$ cat config.mk
export PLATFORM = sky130hd
export DESIGN_NAME = first_fit_block_allocator
export DESIGN_NICKNAME = d
export VERILOG_FILES = /design/src/rtl/ffa_pkg.sv /design/src/rtl/ffa_ram.sv /design/src/rtl/first_fit_block_allocator.sv
export VERILOG_INCLUDE_DIRS = /design/src /design/src/rtl
export SDC_FILE = /design/constraint.sdc
export NUM_CORES = 2
export LEC_CHECK = 0
export ABC_AREA = 1
export BUFFER_PORTS_ARGS = -buffer_cell sky130_fd_sc_hd__buf_2
export CORE_MARGIN = 5
export CORE_UTILIZATION = 60
export CTS_BUF_LIST = sky130_fd_sc_hd__clkbuf_4 sky130_fd_sc_hd__clkbuf_8 sky130_fd_sc_hd__clkbuf_16
export DETAILED_ROUTE_END_ITERATION = 10
export PLACE_DENSITY = 0.86
export SLEW_MARGIN = 5
export SYNTH_ARGS = -nofsm -noshare
export SYNTH_HDL_FRONTEND = slang
export SYNTH_SLANG_ARGS = --single-unit
export TNS_END_PERCENT = 10
$ cat constraint.sdc
create_clock -name clk -period 21.6 [get_ports clk]
set_input_delay 0 -clock clk [delete_from_list [all_inputs] [get_ports clk]]
set_output_delay 0 -clock clk [all_outputs]
set_load 0.01 [all_outputs]
$ cat src/rtl/assert_macros.svh
// Assertion macros shared by the allocator RTL.
`ifndef ASSERT_MACROS_SVH
`define ASSERT_MACROS_SVH

// Checked only outside reset.
`define FFA_ASSERT(lbl, prop, msg) \
  lbl: assert property (@(posedge clk) disable iff (rst) prop) else $error(msg);

// Checked at every edge.
`define FFA_ASSERT_ALWAYS(lbl, prop, msg) \
  lbl: assert property (@(posedge clk) prop) else $error(msg);

`endif

$ cat src/rtl/ffa_pkg.sv
// Types and constants of the first-fit block allocator.
package ffa_pkg;

  localparam int FIELD_W = 23;
  localparam int WANT_W  = FIELD_W + 1;
  localparam int ALIGN_W = 13;

  localparam int DEF_HEAP_BYTES   = 4194304;
  localparam int DEF_HEADER_BYTES = 12;
  localparam int DEF_MAX_BLOCKS   = 64;
  localparam int SPLIT_SLACK      = 32;

  localparam logic [31:0] HEAP_BASE_RESET = 32'h0040_0000;

  localparam logic [1:0] OP_ALLOC   = 2'd0;
  localparam logic [1:0] OP_FREE    = 2'd1;
  localparam logic [1:0] OP_ALIGNED = 2'd2;

  localparam logic [1:0] ST_OK       = 2'd0;
  localparam logic [1:0] ST_NOMEM    = 2'd1;
  localparam logic [1:0] ST_NOTFOUND = 2'd2;

  typedef struct packed {
    logic [1:0]         opcode;
    logic [FIELD_W-1:0] request_bytes;
    logic [ALIGN_W-1:0] align_bytes;
    logic [31:0]        release_address;
  } in_t;

  typedef struct packed {
    logic [1:0]         status;
    logic [31:0]        address;
    logic [FIELD_W-1:0] used_bytes;
    logic [FIELD_W-1:0] free_bytes;
    logic [FIELD_W-1:0] total_bytes;
  } out_t;

endpackage

$ cat src/rtl/ffa_ram.sv
// Generic single-write, single-read RAM with registered read data.
module ffa_ram #(
  parameter int WIDTH = 8,
  parameter int DEPTH = 64
) (
  input  logic                     clk,
  input  logic                     we,
  input  logic [$clog2(DEPTH)-1:0] waddr,
  input  logic [WIDTH-1:0]         wdata,
  input  logic [$clog2(DEPTH)-1:0] raddr,
  output logic [WIDTH-1:0]         rdata
);

  logic [WIDTH-1:0] mem [DEPTH];

  always_ff @(posedge clk) begin
    if (we) begin
      mem[waddr] <= wdata;
    end
    rdata <= mem[raddr];
  end

endmodule

$ cat src/rtl/first_fit_block_allocator.sv
// First-fit block allocator: block table walker and sequencer.
//
// An operation takes a transfer when start is high and busy is low. The block table sits in
// one RAM with one write and one registered read port, and a sequencer walks it one entry per
// cycle with a single address adder and compare. An allocate or free primes the first read,
// scans the entries ahead of the chosen block, then updates the table, shifting its tail one
// entry at a time when a split or merge needs it, and then gives the result. Free of address
// zero, zero-size plain allocates and the unused opcode go straight to the result. The result
// appears for exactly one cycle with done high and cannot be held off. After reset the block
// is busy while it writes the first table entry; heap_base may be written whenever the block
// is idle.
module first_fit_block_allocator #(
  parameter int HEAP_BYTES   = ffa_pkg::DEF_HEAP_BYTES,
  parameter int HEADER_BYTES = ffa_pkg::DEF_HEADER_BYTES,
  parameter int MAX_BLOCKS   = ffa_pkg::DEF_MAX_BLOCKS
) (
  input  logic         clk,
  input  logic         rst,
  input  logic         cfg_write,
  input  logic [31:0]  cfg_data,
  input  logic         start,
  input  ffa_pkg::in_t request,
  output logic         busy,
  output logic         done,
  output ffa_pkg::out_t result
);
  import ffa_pkg::*;
  `include "assert_macros.svh"

  localparam int SIZE_W = $clog2(HEAP_BYTES);
  localparam int ENT_W  = SIZE_W + 1;
  localparam int IDX_W  = $clog2(MAX_BLOCKS);
  localparam int CNT_W  = $clog2(MAX_BLOCKS + 1);
  localparam int CMP_W  = WANT_W + 1;

  localparam logic [31:0]        HDR32   = 32'(HEADER_BYTES);
  localparam logic [SIZE_W-1:0]  HDR_S   = SIZE_W'(HEADER_BYTES);
  localparam logic [FIELD_W-1:0] HDR_F   = FIELD_W'(HEADER_BYTES);
  localparam logic [FIELD_W-1:0] HEAP_F  = FIELD_W'(HEAP_BYTES);
  localparam logic [SIZE_W-1:0]  INIT_SZ = SIZE_W'(HEAP_BYTES - HEADER_BYTES);
  localparam logic [CNT_W-1:0]   MAX_C   = CNT_W'(MAX_BLOCKS);

  typedef enum logic [3:0] {
    S_INIT, S_IDLE, S_PRIME, S_SCAN, S_SHUP, S_WREM, S_WSEL, S_FRNX, S_SHDN, S_DONE
  } state_t;

  state_t              state;
  logic [31:0]         heap_base;
  logic [CNT_W-1:0]    count;
  logic [FIELD_W-1:0]  used;
  logic [1:0]          op;
  logic [1:0]          status;
  logic [WANT_W-1:0]   want;
  logic [ALIGN_W-1:0]  align;
  logic [31:0]         rel;
  logic [CNT_W-1:0]    idx;
  logic [31:0]         daddr;
  logic [SIZE_W-1:0]   sel_size;
  logic                split;
  logic [IDX_W-1:0]    k;
  logic [IDX_W-1:0]    k_lag;
  logic                reading;
  logic                vq;

  logic                we;
  logic [IDX_W-1:0]    waddr;
  logic [ENT_W-1:0]    wdata;
  logic [IDX_W-1:0]    raddr;
  logic [ENT_W-1:0]    rdata;

  logic                ent_free;
  logic [SIZE_W-1:0]   ent_size;
  logic                fits;
  logic                can_split;
  logic                merge;
  logic [ALIGN_W-1:0]  align_eff;
  logic [WANT_W-1:0]   want_raw;
  logic [WANT_W-1:0]   want_rnd;
  logic [31:0]         a32;
  logic [31:0]         ret_addr;
  logic [CNT_W-1:0]    idx_p1;
  logic [CNT_W-1:0]    idx_p2;

  ffa_ram #(.WIDTH(ENT_W), .DEPTH(MAX_BLOCKS)) u_table (
    .clk  (clk),
    .we   (we),
    .waddr(waddr),
    .wdata(wdata),
    .raddr(raddr),
    .rdata(rdata)
  );

  assign ent_free  = rdata[SIZE_W];
  assign ent_size  = rdata[SIZE_W-1:0];
  assign fits      = ent_free && (WANT_W'(ent_size) >= want);
  assign can_split = (count < MAX_C) &&
                     (CMP_W'(ent_size) >= CMP_W'(want) + CMP_W'(HEADER_BYTES) +
                                          CMP_W'(SPLIT_SLACK));
  assign idx_p1    = idx + CNT_W'(1);
  assign idx_p2    = idx + CNT_W'(2);
  assign merge     = (idx_p1 < count) && ent_free;

  assign align_eff = (request.align_bytes == '0) ? ALIGN_W'(1) : request.align_bytes;
  assign want_raw  = (request.opcode == OP_ALIGNED) ?
                     WANT_W'(request.request_bytes) + WANT_W'(align_eff) :
                     WANT_W'(request.request_bytes);
  assign want_rnd  = (want_raw + WANT_W'(3)) & ~WANT_W'(3);

  assign a32       = 32'(align);
  assign ret_addr  = (status != ST_OK || (op != OP_ALLOC && op != OP_ALIGNED)) ? 32'd0 :
                     (op == OP_ALIGNED) ? ((daddr + a32 - 32'd1) & ~(a32 - 32'd1)) : daddr;

  assign busy = rst || (state != S_IDLE);

  always_comb begin
    we    = 1'b0;
    waddr = idx[IDX_W-1:0];
    wdata = {1'b0, sel_size};
    raddr = k;
    unique case (state)
      S_INIT: begin
        we    = 1'b1;
        waddr = '0;
        wdata = {1'b1, INIT_SZ};
      end
      S_PRIME: raddr = '0;
      S_SCAN:  raddr = idx_p1[IDX_W-1:0];
      S_SHUP: begin
        we    = vq;
        waddr = k_lag + IDX_W'(1);
        wdata = rdata;
      end
      S_WREM: begin
        we    = 1'b1;
        waddr = idx_p1[IDX_W-1:0];
        wdata = {1'b1, sel_size - SIZE_W'(want) - HDR_S};
      end
      S_WSEL: begin
        we    = 1'b1;
        wdata = {1'b0, split ? SIZE_W'(want) : sel_size};
      end
      S_FRNX: begin
        we    = 1'b1;
        wdata = {1'b1, merge ? sel_size + HDR_S + ent_size : sel_size};
      end
      S_SHDN: begin
        we    = vq;
        waddr = k_lag - IDX_W'(1);
        wdata = rdata;
      end
      default: ;
    endcase
  end

  always_ff @(posedge clk) begin
    if (rst) begin
      state     <= S_INIT;
      heap_base <= HEAP_BASE_RESET;
      count     <= CNT_W'(1);
      used      <= '0;
      done      <= 1'b0;
      reading   <= 1'b0;
      vq        <= 1'b0;
    end else begin
      done <= 1'b0;
      if (cfg_write) begin
        heap_base <= cfg_data;
      end
      unique case (state)
        S_INIT: state <= S_IDLE;
        S_IDLE: begin
          if (start) begin
            op     <= request.opcode;
            align  <= align_eff;
            rel    <= request.release_address;
            want   <= want_rnd;
            idx    <= '0;
            daddr  <= heap_base + HDR32;
            status <= ST_OK;
            priority case (1'b1)
              (request.opcode == OP_ALLOC || request.opcode == OP_ALIGNED): begin
                if (want_raw == '0) begin
                  status <= ST_NOMEM;
                  state  <= S_DONE;
                end else begin
                  state <= S_PRIME;
                end
              end
              (request.opcode == OP_FREE && request.release_address != '0):
                state <= S_PRIME;
              default: state <= S_DONE;
            endcase
          end
        end
        S_PRIME: state <= S_SCAN;
        S_SCAN: begin
          if (idx >= count) begin
            status <= (op == OP_FREE) ? ST_NOTFOUND : ST_NOMEM;
            state  <= S_DONE;
          end else if (op != OP_FREE && fits) begin
            sel_size <= ent_size;
            split    <= can_split;
            used     <= used + FIELD_W'(can_split ? want : WANT_W'(ent_size)) + HDR_F;
            k        <= IDX_W'(count - CNT_W'(1));
            reading  <= 1'b1;
            vq       <= 1'b0;
            if (!can_split) begin
              state <= S_WSEL;
            end else if (idx_p2 <= count) begin
              state <= S_SHUP;
            end else begin
              state <= S_WREM;
            end
          end else if (op == OP_FREE && daddr == rel) begin
            if (ent_free) begin
              status <= ST_NOTFOUND;
              state  <= S_DONE;
            end else begin
              sel_size <= ent_size;
              used     <= used - FIELD_W'(ent_size) - HDR_F;
              state    <= S_FRNX;
            end
          end else begin
            idx   <= idx_p1;
            daddr <= daddr + 32'(ent_size) + HDR32;
          end
        end
        S_SHUP: begin
          k_lag <= k;
          vq    <= reading;
          if (reading) begin
            if (CNT_W'(k) == idx_p1) begin
              reading <= 1'b0;
            end else begin
              k <= k - IDX_W'(1);
            end
          end else if (!vq) begin
            state <= S_WREM;
          end
        end
        S_WREM: begin
          count <= count + CNT_W'(1);
          state <= S_WSEL;
        end
        S_WSEL: state <= S_DONE;
        S_FRNX: begin
          if (merge) begin
            count <= count - CNT_W'(1);
          end
          if (merge && idx_p2 < count) begin
            k       <= idx_p2[IDX_W-1:0];
            reading <= 1'b1;
            vq      <= 1'b0;
            state   <= S_SHDN;
          end else begin
            state <= S_DONE;
          end
        end
        S_SHDN: begin
          k_lag <= k;
          vq    <= reading;
          if (reading) begin
            if (CNT_W'(k) == count) begin
              reading <= 1'b0;
            end else begin
              k <= k + IDX_W'(1);
            end
          end else if (!vq) begin
            state <= S_DONE;
          end
        end
        S_DONE: begin
          result.status      <= status;
          result.address     <= ret_addr;
          result.used_bytes  <= used;
          result.free_bytes  <= HEAP_F - used;
          result.total_bytes <= HEAP_F;
          done               <= 1'b1;
          state              <= S_IDLE;
        end
        default: state <= S_IDLE;
      endcase
    end
  end

  `FFA_ASSERT(a_count_range, (count >= CNT_W'(1)) && (count <= MAX_C), "block count out of range")
  `FFA_ASSERT(a_stats_sum, done |-> (result.used_bytes + result.free_bytes == HEAP_F), "stats mismatch")
  `FFA_ASSERT(a_start_busy, (start && !busy) |=> busy, "transfer did not make block busy")
  `FFA_ASSERT_ALWAYS(a_rst_quiet, rst |=> !done, "result strobe after reset")

endmodule
==> run metrics <==
synthesized cell area=0.0848 mm^2; Leakage=34.5 nW; clock latency on the worst-skew pair=0.84 ns; Avg Cell Area, Syn=11.0 um^2; Hold Crit Endpoint=want[4]; Pre-Repair DR Iteration Count=9; Final ANT Viol Nets=0; GP Congestion=0.983; IO Count=211; status=finished clean; Worst Tran Pin Value=1.32 ns; post-CTS setup buffers=0; CP top delay family=simple AND/OR/NAND/NOR gates; clk buf depth=3; global-route total usage across every layer=0.345; final non-filler cell total=10060; Critical path buffers and inverters=3; multi-input logic area=0.0288 mm^2; pre-CTS WS=14.83 ns; fmax=150 MHz; I/O Buffers=187; Crit Reg-Reg Startpoint=want[4]; max cap viols=0; GR Overflow Total=0; Iter 0 DRT Violations=10340; fin area=0.0958 mm^2; Sink Count=1788; Crit-path slowest cell=nor4_1; Die ar.=0.149 mm^2; Tmin final=6.66 ns; Max FO, Critical Path=36; post-CTS resize count=0; skew final=0.0777 ns; Synth async-reset ratio=0; CTS H-tree depth=4; CP arrival=7.40 ns; Num CTS Buffers=172; CP endpoint kind=register; worst stage delay on the critical path=0.59 ns; CTS root buf=clkbuf_16; number of synthesized flops with an enable pin=1696; Critical Path RT=22.34 ns; Horiz. Die Dim=386 um; Max VDD drop=0.0819 mV; storage element area=0.0528 mm^2; Die Span Y=386 um; effective utilization at floorplan=0.602; hold path depth=4; synthesis-to-finish area growth=13.0%; Synth Flop Type=edfxtp_1; largest net degree at the start of global routing=184; Setup TNS Final=0 ns; routed len/inst=26.3 um; most common cell after layout, fill and taps aside=edfxtp_1; Cell variety after synth=69; Yosys reg bits=1788; final net count=8482; Worst setup SP type=register; row cnt=138; Filler Cell Count=9322; R2R depth=30; placed cells=9545; r2r setup slk=14.94 ns; post-synthesis sequential area ratio=0.623; Yosys warning total=0; Cell Pwr Density=85.2 mW/mm^2; WHS=0.0365 ns; setup violators final=0; layout cells sized above 1=0.0960; Final WS setup=14.94 ns; Worst Min Path Start=request[48]; vias per inst=6.61; critical path type=register to register; RSZ-0062 raised after global routing=no; first-pass GRT wire length=387 mm; TritonCTS clock tree=done; Pins Over Slew Limit=0; initial antenna violation count=9; HPWL after detailed placement=154 mm; clock-pin slew on the worst setup and hold paths=0.07 ns; r2r endpoint=used[20]; Post-Route WL=264 mm; core area=0.141 mm^2; fin crit share=0.308; via count=66450; commonest non-fill, non-tap cells in the layout=edfxtp_1 (1696), nor2_1 (1028), o21ai_0 (976); slew margin rel.=0.122; Cells after Synth=7733; class of the worst hold path=input port to register; Post-DP Area=0.0880 mm^2; most used cell, CP=nand2_1; drt drc=0; Hold Fails Final Rpt=0; number of global-route vias before repair=63838
[synthesized netlist by cell type, types with 121 or more instances]
cell / n / share of area
xor2_1: 121 / 0.013
o22ai_1: 190 / 0.014
a21oi_1: 355 / 0.021
o221ai_1: 194 / 0.020
nand2_1: 720 / 0.032
edfxtp_1: 1696 / 0.60
o211ai_1: 203 / 0.018
ha_1: 348 / 0.051
o21ai_0: 978 / 0.058
nor2_1: 1094 / 0.048
nand3_1: 302 / 0.018
clkbuf_1: 291 / 0.013
inv_1: 553 / 0.024
[per-stage QoR]
step                power (mW)   util
floorplan                 4.70      -
global placement          5.05  0.625
detailed placement        5.08  0.625
CTS                       8.11  0.680
global route              8.39  0.680
finish                    8.16  0.680
[flip-flops by register name, summed over array words and instances (netlist names)]
name	cells
split	1
count	7
op	2
rel	32
done	1
sel_size	22
u_table.mem	1472
daddr	32
align	13
state	4
u_table.rdata	23
status	2
result	79
vq	1
used	23
k_lag	6
idx	7
want	22
heap_base	32
k	6
reading	1
[where the power goes]
part	total [mW]	internal, mW	switching [mW]
combinational	1.11	0.310	0.804
clock	3.06	1.71	1.36
sequential	3.98	3.94	0.0432
total	8.16	5.96	2.20
[layer usage]
| layer | track usage | wire [um] |
|---|---|---|
| met1 | 0.441 | 90700 |
| met2 | 0.550 | 122000 |
| met3 | 0.0780 | 34800 |
| met4 | 0.193 | 17100 |
| met5 | 0 | 55 |
[repair_timing]
| item | in CTS | in global routing |
|---|---|---|
| endpoints found under the setup margin | 0 | 0 |
| hold buffers | 191 | 0 |
| endpoints found under the hold margin | 139 | 0 |
[cells by family after synthesis]
group | after synthesis | synth area share
AO/OA/AOI/OAI | 2096 | 0.146
XOR/XNOR | 159 | 0.0164
adder cells (fa/ha/maj) | 356 | 0.0533
buffers and inverters | 979 | 0.0455
flip-flops | 1788 | 0.623
other | 2 | 0.0000886
AND/OR/NAND/NOR | 2353 | 0.116
[final cells by class]
type | instances | area share
sequential | 1788 | 0.551
multi-input combinational | 4987 | 0.301
clock buffer | 224 | 0.0500
timing repair buffer | 501 | 0.0399
tap | 1890 | 0.0247
inverter | 570 | 0.0226
clock inverter | 95 | 0.0106
antenna | 5 | 0.000131
[how the worst max path moves through the flow]
stage / start / end / cells past startpoint
2_1_floorplan: state[0] / result[100] / 4
3_3_place_gp: want[4] / used[20] / 30
3_5_place_dp: want[4] / used[20] / 30
4_1_cts: want[4] / used[20] / 30
5_1_grt: want[2] / used[20] / 30
6_report: want[4] / used[20] / 30
[worst reg2reg max path, delay by kind of cell, from the launching register on]
kind	cells	cell delay [ns]
compound gates	6	1.08
xor+xnor	2	0.36
fa+ha+maj	3	0.94
buf+inv	3	0.56
flops	1	0.43
simple gates	16	3.24
(Power assumes the default switching activity.)
